===== src/evpd_pkg.sv =====
// evpd_pkg: shared types, codes and constants for the ev pilot / proximity decoder
// used by the controller, datapath and top level; no dependencies
`timescale 1ns / 1ps
`default_nettype none

package evpd_pkg;

   // field widths
   localparam int RCC_W    = 16;
   localparam int DUTY_W   = 10;
   localparam int ADC_W    = 12;
   localparam int VOLT_W   = 16;
   localparam int MODE_W   = 8;
   localparam int CABLE_W  = 2;
   localparam int AMPS_W   = 11;
   localparam int PSTATE_W = 3;
   localparam int LIMIT_W  = 10;
   localparam int MV_W     = 15;
   localparam int PROD_W   = VOLT_W + LIMIT_W;
   localparam int DIV_STEPS = VOLT_W;
   localparam int CNT_W    = $clog2(DIV_STEPS);

   // stream packing
   localparam int REQ_DATA_W = 80;
   localparam int RSP_DATA_W = 48;

   // register reset
   localparam logic [MODE_W-1:0] CHARGE_CODE_RST = 8'h0A;

   // cable classes
   localparam logic [CABLE_W-1:0] CABLE_UNPLUGGED = 2'd0;
   localparam logic [CABLE_W-1:0] CABLE_S3_CLOSED = 2'd1;
   localparam logic [CABLE_W-1:0] CABLE_S3_OPEN   = 2'd2;

   // pilot states
   localparam logic [PSTATE_W-1:0] PILOT_A  = 3'd0;
   localparam logic [PSTATE_W-1:0] PILOT_B1 = 3'd1;
   localparam logic [PSTATE_W-1:0] PILOT_B2 = 3'd2;
   localparam logic [PSTATE_W-1:0] PILOT_D  = 3'd4;

   // special current codes
   localparam logic signed [AMPS_W-1:0] AMPS_DIGITAL = -11'sd1;
   localparam logic signed [AMPS_W-1:0] AMPS_ERROR   = -11'sd2;

   // proximity thresholds (ohms) and cable limits (deci-amps)
   localparam logic [RCC_W-1:0] RCC_63A    = 16'd100;
   localparam logic [RCC_W-1:0] RCC_32A    = 16'd220;
   localparam logic [RCC_W-1:0] RCC_16A    = 16'd680;
   localparam logic [RCC_W-1:0] RCC_10A    = 16'd1500;
   localparam logic [RCC_W-1:0] RCC_OPEN_LO = 16'd3300;
   localparam logic [RCC_W-1:0] RCC_OPEN_HI = 16'd3520;
   localparam logic [LIMIT_W-1:0] LIM_63A = 10'd630;
   localparam logic [LIMIT_W-1:0] LIM_32A = 10'd320;
   localparam logic [LIMIT_W-1:0] LIM_16A = 10'd160;
   localparam logic [LIMIT_W-1:0] LIM_10A = 10'd100;

   // duty breakpoints (per-mille)
   localparam logic [DUTY_W-1:0] DUTY_ERR_LO  = 10'd30;
   localparam logic [DUTY_W-1:0] DUTY_DIG_HI  = 10'd70;
   localparam logic [DUTY_W-1:0] DUTY_ERR_MID = 10'd80;
   localparam logic [DUTY_W-1:0] DUTY_FIX_HI  = 10'd100;
   localparam logic [DUTY_W-1:0] DUTY_LIN_HI  = 10'd850;
   localparam logic [DUTY_W-1:0] DUTY_HI_OFS  = 10'd640;
   localparam logic [DUTY_W-1:0] DUTY_HI_END  = 10'd960;
   localparam logic [DUTY_W-1:0] DUTY_MAX_END = 10'd970;
   localparam logic signed [AMPS_W-1:0] AMPS_MIN = 11'sd60;
   localparam logic signed [AMPS_W-1:0] AMPS_MAX = 11'sd800;
   // 0.6 in Q16, exact for duty below 850 after floor
   localparam logic [15:0] SIXTENTHS_Q16 = 16'd39324;

   // pilot voltage scale 5.4433 in Q16 and bands in millivolts
   localparam logic [18:0] VCP_SCALE_Q16 = 19'd356732;
   localparam logic [MV_W-1:0] MV_A_HI  = 15'd1000;
   localparam logic [MV_W-1:0] MV_D_LO  = 15'd2000;
   localparam logic [MV_W-1:0] MV_D_HI  = 15'd4000;
   localparam logic [MV_W-1:0] MV_6V_LO = 15'd5000;
   localparam logic [MV_W-1:0] MV_6V_HI = 15'd7000;
   localparam logic [MV_W-1:0] MV_B_LO  = 15'd8000;
   localparam logic [MV_W-1:0] MV_B_HI  = 15'd10000;

   // controller states
   typedef enum logic [2:0] {
      ST_IDLE,
      ST_CLASSIFY,
      ST_LIMIT,
      ST_PRODUCT,
      ST_DIVIDE,
      ST_FINISH
   } evpd_state_type;

   // controller to datapath commands
   typedef struct packed {
      logic load;
      logic classify;
      logic limit;
      logic product;
      logic div_step;
      logic out_load;
   } evpd_cmd_type;

endpackage

`default_nettype wire


===== src/ev_pilot_proximity_decoder_top.sv =====
// ev_pilot_proximity_decoder_top: top level joining controller and datapath
// depends on evpd_pkg, evpd_ctrl, evpd_dp
//
//  channel | direction | handshake          | payload
//  req     | in        | req_tvalid/tready  | req_tdata (80 bits)
//  rsp     | out       | rsp_tvalid/tready  | rsp_tdata (48 bits)
//  csr     | in        | csr_wr_en          | csr_wr_data (charge enable code)
//
// each request passes from acceptance to the result register through the
// classify, limit and product steps, 16 restoring divide steps and the output load
// one request is in flight at a time; the next is taken the cycle after the
// result is registered
// the output load waits while an earlier result still stalls on rsp_tready
// synchronous active-high reset; no clearing pass
`timescale 1ns / 1ps
`default_nettype none

module ev_pilot_proximity_decoder_top (
   input  wire logic                             clock,
   input  wire logic                             reset,
   input  wire logic                             req_tvalid,
   output logic                                  req_tready,
   // rcc_ohms, pilot_duty, pilot_adc, grid_volts, out_volts, bms_mode, pad
   input  wire logic [evpd_pkg::REQ_DATA_W-1:0]  req_tdata,
   output logic                                  rsp_tvalid,
   input  wire logic                             rsp_tready,
   // cable_status, pilot_amps, pilot_state, input_limit, output_limit,
   // s2_enable, pad
   output logic [evpd_pkg::RSP_DATA_W-1:0]       rsp_tdata,
   input  wire logic                             csr_wr_en,
   input  wire logic [evpd_pkg::MODE_W-1:0]      csr_wr_data
);
   import evpd_pkg::*;

   evpd_cmd_type cmd;

   // sequencer
   evpd_ctrl u_ctrl (
      .clock      (clock),
      .reset      (reset),
      .req_tvalid (req_tvalid),
      .req_tready (req_tready),
      .rsp_tvalid (rsp_tvalid),
      .rsp_tready (rsp_tready),
      .cmd        (cmd)
   );

   // datapath
   evpd_dp u_dp (
      .clock       (clock),
      .reset       (reset),
      .cmd         (cmd),
      .req_tdata   (req_tdata),
      .csr_wr_en   (csr_wr_en),
      .csr_wr_data (csr_wr_data),
      .rsp_tdata   (rsp_tdata)
   );

endmodule

`default_nettype wire


===== src/evpd_ctrl.sv =====
// evpd_ctrl: sequencer for one request through classify, limit, product and divide
// depends on evpd_pkg
`timescale 1ns / 1ps
`default_nettype none

module evpd_ctrl (
   input  wire logic                 clock,
   input  wire logic                 reset,
   input  wire logic                 req_tvalid,
   output logic                      req_tready,
   output logic                      rsp_tvalid,
   input  wire logic                 rsp_tready,
   output evpd_pkg::evpd_cmd_type    cmd
);
   import evpd_pkg::*;

   evpd_state_type   state_ff, state_in;
   logic [CNT_W-1:0] cnt_ff, cnt_in;
   logic             valid_ff, valid_in;

   // state, step counter and result valid
   always_ff @(posedge clock) begin
      if (reset) begin
         state_ff <= ST_IDLE;
         cnt_ff   <= '0;
         valid_ff <= 1'b0;
      end else begin
         state_ff <= state_in;
         cnt_ff   <= cnt_in;
         valid_ff <= valid_in;
      end
   end

   // next state and commands
   always_comb begin
      state_in = state_ff;
      cnt_in   = cnt_ff;
      cmd      = '0;
      req_tready = 1'b0;
      valid_in = valid_ff & ~rsp_tready;
      case (state_ff)
         ST_IDLE: begin
            req_tready = 1'b1;
            if (req_tvalid) begin
               cmd.load = 1'b1;
               state_in = ST_CLASSIFY;
            end
         end
         ST_CLASSIFY: begin
            cmd.classify = 1'b1;
            state_in = ST_LIMIT;
         end
         ST_LIMIT: begin
            cmd.limit = 1'b1;
            state_in = ST_PRODUCT;
         end
         ST_PRODUCT: begin
            cmd.product = 1'b1;
            cnt_in   = '0;
            state_in = ST_DIVIDE;
         end
         ST_DIVIDE: begin
            cmd.div_step = 1'b1;
            cnt_in = cnt_ff + 1'b1;
            if (cnt_ff == CNT_W'(DIV_STEPS - 1)) begin
               state_in = ST_FINISH;
            end
         end
         ST_FINISH: begin
            // wait for the output register to free up
            if (!valid_ff || rsp_tready) begin
               cmd.out_load = 1'b1;
               valid_in = 1'b1;
               state_in = ST_IDLE;
            end
         end
         default: begin
            state_in = ST_IDLE;
         end
      endcase
   end

   assign rsp_tvalid = valid_ff;

endmodule

`default_nettype wire


===== src/evpd_dp.sv =====
// evpd_dp: decoder datapath with cable, duty and pilot decode, limit state,
// restoring divider and output register; depends on evpd_pkg
`timescale 1ns / 1ps
`default_nettype none

module evpd_dp (
   input  wire logic                               clock,
   input  wire logic                               reset,
   input  wire evpd_pkg::evpd_cmd_type             cmd,
   input  wire logic [evpd_pkg::REQ_DATA_W-1:0]    req_tdata,
   input  wire logic                               csr_wr_en,
   input  wire logic [evpd_pkg::MODE_W-1:0]        csr_wr_data,
   output logic [evpd_pkg::RSP_DATA_W-1:0]         rsp_tdata
);
   import evpd_pkg::*;

   // captured request
   logic [RCC_W-1:0]  rcc_ff;
   logic [DUTY_W-1:0] duty_ff;
   logic [ADC_W-1:0]  adc_ff;
   logic [VOLT_W-1:0] grid_ff;
   logic [VOLT_W-1:0] vout_ff;
   logic [MODE_W-1:0] mode_ff;

   // persistent state
   logic [MODE_W-1:0]   charge_code_ff;
   logic [LIMIT_W-1:0]  cable_limit_ff, cable_limit_in;
   logic [PSTATE_W-1:0] pstate_ff, pstate_in;
   logic                s2_ff;

   // per-request intermediates
   logic [CABLE_W-1:0]       cable_ff, cable_in;
   logic signed [AMPS_W-1:0] amps_ff, amps_in;
   logic [MV_W-1:0]          mv_ff;
   logic signed [AMPS_W-1:0] inlim_ff, inlim_in;
   logic [VOLT_W-1:0]        rem_ff, quo_ff;
   logic                     ovf_ff;
   logic [RSP_DATA_W-1:0]    rsp_ff;

   logic [25:0]       duty_prod;
   logic [9:0]        duty_hi;
   logic [10:0]       duty_x5;
   logic [30:0]       mv_prod;
   logic [LIMIT_W-1:0] inlim_pos;
   logic [PROD_W-1:0] prod;
   logic [VOLT_W:0]   trial;
   logic [VOLT_W:0]   trial_sub;
   logic [VOLT_W-1:0] olim;

   // request capture
   always_ff @(posedge clock) begin
      if (cmd.load) begin
         rcc_ff  <= req_tdata[15:0];
         duty_ff <= req_tdata[25:16];
         adc_ff  <= req_tdata[37:26];
         grid_ff <= req_tdata[53:38];
         vout_ff <= req_tdata[69:54];
         mode_ff <= req_tdata[77:70];
      end
   end

   // cable class and latched cable limit
   always_comb begin
      cable_in       = CABLE_UNPLUGGED;
      cable_limit_in = cable_limit_ff;
      if (rcc_ff < RCC_10A) begin
         cable_in = CABLE_S3_CLOSED;
         if (rcc_ff < RCC_63A) begin
            cable_limit_in = LIM_63A;
         end else if (rcc_ff < RCC_32A) begin
            cable_limit_in = LIM_32A;
         end else if (rcc_ff < RCC_16A) begin
            cable_limit_in = LIM_16A;
         end else begin
            cable_limit_in = LIM_10A;
         end
      end else if (rcc_ff >= RCC_OPEN_LO && rcc_ff <= RCC_OPEN_HI) begin
         cable_in = CABLE_S3_OPEN;
      end
   end

   // duty to deci-amps
   assign duty_prod = 26'(duty_ff) * 26'(SIXTENTHS_Q16);
   assign duty_hi   = duty_ff - DUTY_HI_OFS;
   assign duty_x5   = {duty_hi[8:0], 2'b00} + {2'b00, duty_hi[8:0]};

   always_comb begin
      if (duty_ff < DUTY_ERR_LO) begin
         amps_in = AMPS_ERROR;
      end else if (duty_ff < DUTY_DIG_HI) begin
         amps_in = AMPS_DIGITAL;
      end else if (duty_ff < DUTY_ERR_MID) begin
         amps_in = AMPS_ERROR;
      end else if (duty_ff < DUTY_FIX_HI) begin
         amps_in = AMPS_MIN;
      end else if (duty_ff < DUTY_LIN_HI) begin
         amps_in = $signed({1'b0, duty_prod[25:16]});
      end else if (duty_ff < DUTY_HI_END) begin
         amps_in = $signed({1'b0, duty_x5[10:1]});
      end else if (duty_ff < DUTY_MAX_END) begin
         amps_in = AMPS_MAX;
      end else begin
         amps_in = AMPS_ERROR;
      end
   end

   // pilot voltage in millivolts
   assign mv_prod = 31'(adc_ff) * 31'(VCP_SCALE_Q16);

   // pilot state from the voltage bands, other levels hold
   always_comb begin
      pstate_in = pstate_ff;
      if (mv_ff <= MV_A_HI) begin
         pstate_in = PILOT_A;
      end else if (mv_ff >= MV_B_LO && mv_ff <= MV_B_HI) begin
         pstate_in = (cable_ff == CABLE_S3_CLOSED) ? PILOT_B2 : PILOT_B1;
      end else if (mv_ff >= MV_6V_LO && mv_ff <= MV_6V_HI) begin
         pstate_in = pstate_ff;
      end else if (mv_ff >= MV_D_LO && mv_ff <= MV_D_HI) begin
         pstate_in = PILOT_D;
      end
   end

   // input limit is the smaller of cable and pilot current
   assign inlim_in = ($signed({1'b0, cable_limit_ff}) < amps_ff) ?
                     $signed({1'b0, cable_limit_ff}) : amps_ff;

   // product of grid volts and the clamped limit
   assign inlim_pos = (inlim_ff > 11'sd0) ? inlim_ff[LIMIT_W-1:0] : '0;
   assign prod      = PROD_W'(grid_ff) * PROD_W'(inlim_pos);

   // one restoring divide step
   assign trial     = {rem_ff, quo_ff[VOLT_W-1]};
   assign trial_sub = trial - {1'b0, vout_ff};

   // persistent state and configuration register
   always_ff @(posedge clock) begin
      if (reset) begin
         charge_code_ff <= CHARGE_CODE_RST;
         cable_limit_ff <= '0;
         pstate_ff      <= PILOT_A;
         s2_ff          <= 1'b0;
      end else begin
         if (csr_wr_en) begin
            charge_code_ff <= csr_wr_data;
         end
         if (cmd.classify) begin
            cable_limit_ff <= cable_limit_in;
         end
         if (cmd.limit) begin
            pstate_ff <= pstate_in;
            if (pstate_in == PILOT_B2 && mode_ff == charge_code_ff) begin
               s2_ff <= 1'b1;
            end
         end
      end
   end

   // per-request working registers
   always_ff @(posedge clock) begin
      if (cmd.classify) begin
         cable_ff <= cable_in;
         amps_ff  <= amps_in;
         mv_ff    <= mv_prod[30:16];
      end
      if (cmd.limit) begin
         inlim_ff <= inlim_in;
      end
      if (cmd.product) begin
         rem_ff <= VOLT_W'(prod[PROD_W-1:VOLT_W]);
         quo_ff <= prod[VOLT_W-1:0];
         ovf_ff <= VOLT_W'(prod[PROD_W-1:VOLT_W]) >= vout_ff;
      end else if (cmd.div_step) begin
         if (!trial_sub[VOLT_W]) begin
            rem_ff <= trial_sub[VOLT_W-1:0];
            quo_ff <= {quo_ff[VOLT_W-2:0], 1'b1};
         end else begin
            rem_ff <= trial[VOLT_W-1:0];
            quo_ff <= {quo_ff[VOLT_W-2:0], 1'b0};
         end
      end
      if (cmd.out_load) begin
         rsp_ff <= {4'b0, s2_ff, olim, inlim_ff, pstate_ff, amps_ff, cable_ff};
      end
   end

   // zero divisor gives zero, overflow saturates
   assign olim = (vout_ff == '0) ? '0 : (ovf_ff ? '1 : quo_ff);

   assign rsp_tdata = rsp_ff;

endmodule

`default_nettype wire


===== config.mk =====
export PLATFORM = sky130hd
export DESIGN_NAME = ev_pilot_proximity_decoder_top
export DESIGN_NICKNAME = d
export VERILOG_FILES = /design/src/evpd_pkg.sv /design/src/ev_pilot_proximity_decoder_top.sv /design/src/evpd_ctrl.sv /design/src/evpd_dp.sv
export SDC_FILE = /design/constraint.sdc
export NUM_CORES = 1
export LEC_CHECK = 0
export BUFFER_PORTS_ARGS = -buffer_cell sky130_fd_sc_hd__buf_2
export CAP_MARGIN = 15
export CORE_ASPECT_RATIO = 1.2
export CORE_MARGIN = 2
export CORE_UTILIZATION = 30
export DETAILED_ROUTE_END_ITERATION = 8
export SLEW_MARGIN = 20
export SYNTH_ARGS = -nofsm -noshare
export SYNTH_HDL_FRONTEND = slang
export SYNTH_SLANG_ARGS = --single-unit

===== constraint.sdc =====
create_clock -name clock -period 22.4 [get_ports clock]
set_input_delay 6.72 -clock clock [delete_from_list [all_inputs] [get_ports clock]]
set_output_delay 6.72 -clock clock [all_outputs]
set_load 0.02 [all_outputs]

# Yosys cells after proc, flatten, opt, wreduce, memory -nomap -nowiden
# Index checks and enable logic that the tools add are counted.
classes:
  bitwise_logic: 2
  addsub: 4
  magnitude_cmp: 23
  muxes: 40
  multipliers: 3
  n_reduce_logical: 16
  n_eq_ne: 12
ops:
  columns: ["cell", "n"]
  rows:
  - ["2-to-1 mux 16 bit", 4]
  - ["2-to-1 mux 10 bit", 6]
  - ["2-to-1 mux 11 bit", 4]
  - [">= comparator 15 x 13 -> 1 bit, second input constant", 2]
  - ["< comparator 10 bit, second input constant", 3]
  - ["< comparator 10 x 7 -> 1 bit, second input constant", 3]
  - ["multiplier 12 x 17 -> 29 bit, second input constant", 1]
  - ["multiplier 16 x 10 -> 26 bit", 1]
  - ["multiplier 10 x 14 -> 24 bit, second input constant", 1]
  - ["2-to-1 mux 3 bit", 7]
  - ["case mux 3 bit (6 select lines)", 1]
  - ["subtractor 17 x 16 -> 17 bit", 1]
  - [">= comparator 10 x 16 -> 1 bit", 1]
  - [">= comparator 16 x 12 -> 1 bit, second input constant", 1]
  - ["<= comparator 16 x 12 -> 1 bit, second input constant", 1]
  - ["zero test 16 bit", 1]
  - ["< comparator 16 x 10 -> 1 bit, second input constant", 1]
  - ["< comparator 16 x 11 -> 1 bit, second input constant", 1]
  - ["< comparator 16 x 7 -> 1 bit, second input constant", 1]
  - ["< comparator 16 x 8 -> 1 bit, second input constant", 1]
  - [">= comparator 15 x 11 -> 1 bit, second input constant", 1]
  - ["<= comparator 15 x 10 -> 1 bit, second input constant", 1]
  - ["<= comparator 15 x 12 -> 1 bit, second input constant", 1]
  - ["<= comparator 15 x 13 -> 1 bit, second input constant", 1]
  - ["30 further kinds", 54]
word_totals:
  input_bits: 93
  ff_bits: 224
  output_inout_bits: 50

# Logic depth before layout (Yosys ltp)
# Gate-level depths: netlist (run 1).
depth:
  ltp_word: 9
  ltp_mapped: 31
  depth_no_buf: 31

# Modules after synthesis
# Synthesis (run 1) repeated with hierarchy kept, for this count alone.
unflattened:
  cells_unflattened: 1935
  area_unflattened_um2: 20606.0
modules_own_cells:
  columns: ["module", "cells_each", "seq_area_each_um2", "area_each_um2", "instances"]
  rows:
  - ["evpd_dp", 1887, 6125.9, 20180.6, 1]
  - ["evpd_ctrl", 48, 160.2, 425.4, 1]

# Worst setup path after synthesis (run 1)
# OpenSTA, ideal clock, no wires.
synth_path:
  kind: "input-to-reg"
  from: "input port rsp_tready"
  to: "register u_dp.rsp_ff[0] (netlist: u_dp.rsp_tdata[0]) (enable)"
  path_slack_ns: 13.176
  required_ns: 21.955
  path_stages: 3
  arrival_time_ns: 8.778
  setup_ns: 0.445
  cell_sequence: "nand2b_1 -> nand2_1 -> nor2_1"
synth_lines:
  columns: ["item", "line_no", "source"]
  rows:
  - ["start: declaration", "ev_pilot_proximity_decoder_top.sv:26", "input wire logic rsp_tready,"]
  - ["end signal: assignment", "evpd_dp.sv:183", "rsp_ff <= {4'b0, s2_ff, olim, inlim_ff, pstate_ff, amps_ff, cable_ff};"]
  - ["end: declaration", "evpd_dp.sv:38", "logic [RSP_DATA_W-1:0] rsp_ff;"]

# Final worst setup path (run 1)
layout_path:
  from: "register u_ctrl.state_ff[0]"
  to: "output port req_tready"
layout_via:
  elab_chain_cells: 2
layout_lines:
  columns: ["item", "line_no", "source"]
  rows:
  - ["start: declaration", "evpd_ctrl.sv:17", "evpd_state_type state_ff, state_in;"]
  - ["start signal: assignment", "evpd_ctrl.sv:28", "state_ff <= state_in;"]
  - ["zero test 3 bit", "evpd_ctrl.sv:41", "case (state_ff)"]
  - ["2-to-1 mux 1 bit", "evpd_ctrl.sv:41", null]
  - ["end: declaration", "ev_pilot_proximity_decoder_top.sv:22", "output logic req_tready,"]
# No other way between the ends.

==> metrics.csv, run 1 <==
stage,metric,value,unit
status,outcome,completed,
hold_path,Hold Path Class,reg -> reg,
place,hpwl dp,36700,µm
synthesis,post-synth top area cell,edfxtp_1,
final_layout,layout cells sized above 1,0.104,
sta,Clock Skews,30.3,ps
clocking,Hold Buf Count CTS,0,
synthesis,most common cell in the netlist,inv_1,
die,Die W,240,µm
worst_setup_path,worst path bufs/invs,1,
clocking,postcts setup bufs,0,
sta,Tmin final,8380,ps
hold_path,hold path depth,0,
die,Initial Utilization,0.304,
drt,DR vias,13466,
worst_setup_path,CP startpoint kind,register,
clocking,Worst-Skew Late Latency,580,ps
synthesis,post-synth cell types,67,
clocking,CTS max path bufs,3,
flow_run,max cap viols,0,
drt,vias per cell,4.59,
place,PortBufs,136,
worst_setup_path,crit-path max FO,9,
final_layout,Antenna diodes,0,
worst_setup_path,delay of the slowest cell on the worst path,440,ps
sta,RSZ-0062 raised after global routing,false,
final_layout,final core utilization,0.344,
power_and_ir_drop,leakage,10.6,nW
worst_setup_path,R2R setup slack,14410,ps
clocking,Post-CTS Resized,0,
clocking,clock-pin slew on the worst setup and hold paths,60,ps
die,Die H,287,µm
worst_setup_path,CP max stage cell,nor3_1,
worst_setup_path,"Cell Chain, Critical Path",nor3_1 > buf_2,
sta,fin crit share,0.374,
die,core outline area,0.0660,mm²
hold_path,min-delay src,u_dp.s2_ff$_SDFFE_PP0P_,
drt,Post-DRT Antenna Nets,0,
worst_setup_path,worst path required time,15680,ps
grt,antenna violations before repair,0,
grt,grt total ovfl,0,
sta,Fin Setup TNS,0,ps
power_and_ir_drop,Overall Power,2.33,mW
final_layout,Layout fillers,6695,
worst_setup_path,RR Endpoint,u_dp.ovf_ff$_DFFE_PP_,
worst_setup_path,WS Path Type,reg -> out,
power_and_ir_drop,Pwr per Cell Area,103,mW/mm²
place,routability congestion estimate,0.857,
final_layout,# nets final,2592,
hold_path,Hold EP,u_dp.rsp_tdata[43]$_DFFE_PP_,
synthesis,Syn Area/Cell,10.6,µm²
grt,vias in the first global route,14537,
synthesis,Yosys top cell area share,0.282,
clocking,H-tree Lvls,1,
worst_setup_path,worst flop-to-flop path startpoint,u_dp.inlim_ff[10]$_SDFFCE_PN0P_,
sta,Max-Slew Margin vs Limit,0.303,
synthesis,"top cells by count, synth","295 x inv_1, 263 x ha_1, 215 x fa_1",
sta,Final setup viols,0,
synthesis,"FFs w/ async S/R, synth",0,
die,io pins,143,
worst_setup_path,Top delay family on crit path,simple AND/OR/NAND/NOR gates,
clocking,CTS tree,done,
sta,max-slew violation count,0,
worst_setup_path,worst-case reg-to-reg path depth,30,
synthesis,Gate Count Post-Synth,1884,
die,Placement Rows,103,
drt,Wirelength per Cell,15.4,µm
final_layout,Layout area overhead,13.4,%
grt,largest net degree at the start of global routing,52,
clocking,Sink Count,220,
sta,Highest Clock Rate,119,MHz
sta,Worst-Margin Slew,1040,ps
grt,global-route wire length before repair,74600,µm
synthesis,Area contributors post-synth,"edfxtp_1 28%, fa_1 21%, ha_1 16%, inv_1 5.5%, nand2_1 3.3%",
worst_setup_path,crit path DAT,1660,ps
clocking,root buf cell,clkbuf_16,
worst_setup_path,CP Capture Type,output port,
drt,Pre-antenna DRT Iters,4,
clocking,CTS buffer count,27,
drt,DR iter-0 viols,541,
synthesis,yosys warns,0,
drt,DRC errors left,0,
drt,final wirelength,45200,µm
synthesis,number of enable flip-flop cells after synthesis,188,
die,die area,0.0689,mm²
sta,Fin. Hold Viols,0,
power_and_ir_drop,Worst VDD drop,0.000100,V
synthesis,Post-Syn Area,0.0200,mm²
synthesis,sequential area share after synthesis,0.314,
synthesis,top_reg_cell synth,edfxtp_1,
grt,GRT Util Overall,0.135,
synthesis,"flops & latches, synth",220,
[per-stage QoR]
stage	hold WS, ps	cells	cell area (µm²)	worst slack, ps
floorplan	409	1887	20000	13180
global placement	416	2883	21700	14160
detailed placement	420	2884	21800	14260
CTS	434	2932	22700	13990
global route	457	2932	22700	13970
finish	433	2932	22700	14020
[worst max-delay path by stage]
stage / startpoint / endpoint / slack (ps) / cells past startpoint
2_1_floorplan: rsp_tready / u_dp.rsp_tdata[0]$_DFFE_PP_ / 13180 / 3
3_3_place_gp: req_tvalid / u_dp.adc_ff[1]$_DFFE_PP_ / 14160 / 2
3_5_place_dp: rsp_tready / u_dp.rsp_tdata[27]$_SDFFCE_PN0P_ / 14260 / 5
4_1_cts: u_ctrl.state_ff[0]$_SDFFE_PP0P_ / req_tready / 13990 / 2
5_1_grt: u_ctrl.state_ff[0]$_SDFFE_PP0P_ / req_tready / 13970 / 2
6_report: u_ctrl.state_ff[0]$_SDFFE_PP0P_ / req_tready / 14020 / 2
[final cells by class]
class,instances,area (µm²),area share
multi-input combinational,1327,12500,0.549
sequential,220,6290,0.277
tap,892,1120,0.0491
inverter,296,1110,0.0489
timing repair buffer,149,798,0.0351
clock buffer,32,694,0.0306
clock inverter,16,236,0.0104
[placed cells by master (no fill, tap or decap), types with 12 or more instances in the layout]
cell,count
ha_1,263
mux2i_1,13
dfxtp_1,32
fa_1,215
xnor2_1,43
nor3_1,17
o21ai_0,62
a21o_1,32
o21bai_1,12
inv_1,294
clkbuf_16,27
o21a_1,18
nand2b_1,17
a21oi_1,86
buf_4,12
edfxtp_1,188
nand3_1,15
nand2_1,178
xor2_1,22
nor2b_1,21
buf_2,136
and2_1,83
nor2_1,107
[cell families after synthesis]
family	after synthesis	share of synthesized area
and+or+nand+nor	489	0.118
adders and majority gates	478	0.379
buffers and inverters	340	0.0652
AOI/OAI and AO/OA	269	0.0838
DFF	220	0.314
xor gates and xnor gates	65	0.0284
muxes	22	0.0116
other	1	0.000187
[registers in the layout, indices dropped and copies added (netlist names), 6 cells and up]
register / count
u_dp.grid_ff: 16
u_dp.mv_ff: 15
u_dp.quo_ff: 16
u_dp.rsp_tdata: 44
u_dp.charge_code_ff: 8
u_dp.inlim_ff: 11
u_dp.duty_ff: 10
u_dp.adc_ff: 12
u_dp.amps_ff: 11
u_dp.cable_limit_ff: 6
u_dp.mode_ff: 8
u_dp.vout_ff: 16
u_dp.rcc_ff: 16
u_dp.rem_ff: 16
[routing by layer]
layer  up-vias  GRT usage  routed length [µm]
met5         -          0                   0
met4         0     0.0317                 972
met3        60     0.0191                1820
met2       218      0.260               24300
met1      6643      0.157               18000
li1       6545          -                   -
[report_power, final]
group / internal (mW) / leakage [nW] / switching [mW] / total [mW]
Combinational: 0.574 / 8.14 / 0.719 / 1.29
Sequential: 0.534 / 2.00 / 0.0440 / 0.578
Clock: 0.280 / 0.443 / 0.183 / 0.463
(Power assumes the default switching activity.)
==> inputs of run 2 (changes only) <==
Clock period 22.4 ns to 6.7 ns, I/O delays scaled along.
==> run 2 against run 1 <==
Effect of this change: the run now ends with negative setup slack left; combinational power rose to 3.7 times the previous value; worst hold slack better by 3.8 ps; die area did not move; count of clock-buffer cells in the layout is 5 lower; sequential cell count unchanged; non-clock buffer count increased by 105; sequential share of layout area decreased by 1.2 points; first-iteration DRC count shrank 0.74%; total power rose to 3.5 times the previous value; wire length is 1.9% higher; highest routed layer unchanged.
==> metrics.csv, run 2 (synthesized netlist as in run 1, its figures left out) <==
stage,metric,value,unit,change
status,outcome,"complete, but fails checks",,
status,failing checks,negative setup slack,,
hold_path,Hold Path Class,reg -> reg,,
grt,GRT Util Overall,0.136,,+0.000930
sta,Final setup viols,1,,+1
clocking,CTS buffer count,27,,unchanged
drt,Post-DRT Antenna Nets,0,,unchanged
die,core outline area,0.0660,mm²,unchanged
sta,Max-Slew Margin vs Limit,0.272,,-0.0312
grt,largest net degree at the start of global routing,48,,-7.7%
sta,Tmin final,7040,ps,
place,post-placement cell count,2983,,+3.4%
flow_run,max cap viols,0,,unchanged
drt,DR vias,13885,,+3.1%
power_and_ir_drop,Worst VDD drop,0.000243,V,+140%
sta,max-slew violation count,0,,unchanged
worst_setup_path,delay of the slowest cell on the worst path,550,ps,+110 ps
clocking,CTS max path bufs,3,,unchanged
clocking,CTS tree,done,,
drt,final wirelength,46000,µm,+1.9%
sta,fin crit share,1.05,,
final_layout,"commonest non-fill, non-tap cell in the layout",inv_1,,
worst_setup_path,worst path required time,7030,ps,-8650 ps
sta,Worst-Margin Slew,1090,ps,+45.0 ps
die,Die H,287,µm,unchanged
clocking,Sink Count,220,,unchanged
place,routability congestion estimate,0.864,,+0.83%
power_and_ir_drop,Pwr per Cell Area,344,mW/mm²,+230%
drt,Pre-antenna DRT Iters,5,,+1
clocking,H-tree Lvls,1,,unchanged
grt,vias in the first global route,15033,,+3.4%
worst_setup_path,worst path bufs/invs,4,,+3
worst_setup_path,crit-path max FO,6,,-3
worst_setup_path,crit path DAT,7370,ps,+5710 ps
sta,Clock Skews,37.4,ps,+7.06 ps
final_layout,"commonest cells after routing, fill and taps aside","293 x inv_1, 259 x ha_1, 214 x fa_1",,
worst_setup_path,CP max stage cell,fa_1,,
worst_setup_path,CP most frequent cell,a21o_1,,
clocking,Worst-Skew Late Latency,590,ps,about the same
final_layout,Post-Layout Cell Count,3037,,+3.6%
final_layout,Layout area overhead,18.3,%,
die,io pins,143,,unchanged
worst_setup_path,Top delay family on crit path,adder cells,,
final_layout,# nets final,2697,,+4.1%
drt,Wirelength per Cell,15.2,µm,-1.6%
drt,DR iter-0 viols,537,,-0.74%
worst_setup_path,CP Capture Type,register,,
grt,antenna violations before repair,0,,unchanged
sta,Highest Clock Rate,142,MHz,
sta,RSZ-0062 raised after global routing,true,,
sta,Fin. Hold Viols,0,,unchanged
place,PortBufs,136,,unchanged
drt,vias per cell,4.57,,-0.45%
die,Initial Utilization,0.304,,unchanged
grt,grt total ovfl,0,,unchanged
power_and_ir_drop,leakage,11.2,nW,+5.4%
die,die area,0.0689,mm²,unchanged
clocking,clock-pin slew on the worst setup and hold paths,60,ps,about the same
final_layout,max FFs per register,44,,unchanged
place,Place WS,-580,ps,-14840 ps
drt,DRC errors left,0,,unchanged
grt,global-route wire length before repair,75000,µm,+0.47%
die,Placement Rows,103,,unchanged
die,Die W,240,µm,unchanged
clocking,root buf cell,clkbuf_16,,
final_layout,layout cells sized above 1,0.162,,+0.0583
sta,final setup margin,-342,ps,-14360 ps
place,hpwl dp,38200,µm,+3.9%
worst_setup_path,WS Path Type,reg -> reg,,
worst_setup_path,CP startpoint kind,register,,
final_layout,Antenna diodes,0,,unchanged
-- run 2: cell types whose count changed in the layout (fill, tap and decap cells not counted), sizes merged --
| cell | change |
|---|---|
| buf | +105 |
| bufinv | -1 |
| clkbuf | -5 |
| clkinv | +4 |
| inv | +2 |
-- run 2: repair_timing --
| action | CTS | global route |
|---|---|---|
| endpoints found under the setup margin | 1 | 3 |
| hold buffers | 0 | 0 |
| buffers inserted | 5 | 1 |
| pin swaps | 10 | 11 |
| resized for setup | 12 | 16 |
-- run 2: worst paths after layout --
kind                                    from                      endpoint  slack [ps]  cells past startpoint
max          u_dp.inlim_ff[10]$_SDFFCE_PN0P_         u_dp.ovf_ff$_DFFE_PP_        -340                     30
min                  u_dp.s2_ff$_SDFFE_PP0P_  u_dp.rsp_tdata[43]$_DFFE_PP_         440                      0
max reg2reg  u_dp.inlim_ff[10]$_SDFFCE_PN0P_         u_dp.ovf_ff$_DFFE_PP_        -340                     30
min reg2reg          u_dp.s2_ff$_SDFFE_PP0P_  u_dp.rsp_tdata[43]$_DFFE_PP_         440                      0
-- run 2: power by group --
part           total (mW)  internal (mW)  leakage (nW)  switching [mW]
sequential           1.92           1.79          2.00           0.130
clock                1.53          0.898         0.441           0.636
combinational        4.71           2.19          8.71            2.52
-- run 2: area by class of cell --
cell class / count / area (µm²)
flip-flops and latches: 220 / 6290
fillers: 6652 / 42300
inverters: 296 / 1110
clock inverters: 21 / 244
well taps: 892 / 1120
multi-input cells: 1327 / 12700
clock buffers: 27 / 676
repair buffers: 254 / 1610
-- run 2: through the flow --
| step | power, mW | util | TNS, ps | area [µm²] | hold WS (ps) |
|---|---|---|---|---|---|
| 2_1_floorplan | 5.33 | - | -278 | 20200 | 409 |
| 3_3_place_gp | 6.45 | 0.342 | -507 | 22600 | 413 |
| 3_5_place_dp | 6.58 | 0.342 | -580 | 22600 | 427 |
| 4_1_cts | 8.23 | 0.358 | -415 | 23600 | 441 |
| 5_1_grt | 9.00 | 0.359 | -634 | 23700 | 459 |
| 6_report | 8.16 | 0.359 | -342 | 23700 | 437 |
-- run 2: metal layers --
| layer | wire (µm) | global-route usage | vias up |
|---|---|---|---|
| met5 | 0 | 0 | - |
| met4 | 2010 | 0.0567 | 0 |
| met3 | 1750 | 0.0207 | 88 |
| met2 | 23600 | 0.251 | 227 |
| met1 | 18700 | 0.156 | 6806 |
| li1 | - | - | 6764 |
-- run 2: worst reg2reg max path, delay by kind of cell (launching register included) --
family | cells | cell delay [ps]
adder cells (fa/ha/maj) | 7 | 3030
AO/OA/AOI/OAI | 14 | 2470
flip-flops | 1 | 420
AND/OR/NAND/NOR | 4 | 370
buffers and inverters | 4 | 320
XOR/XNOR | 1 | 190
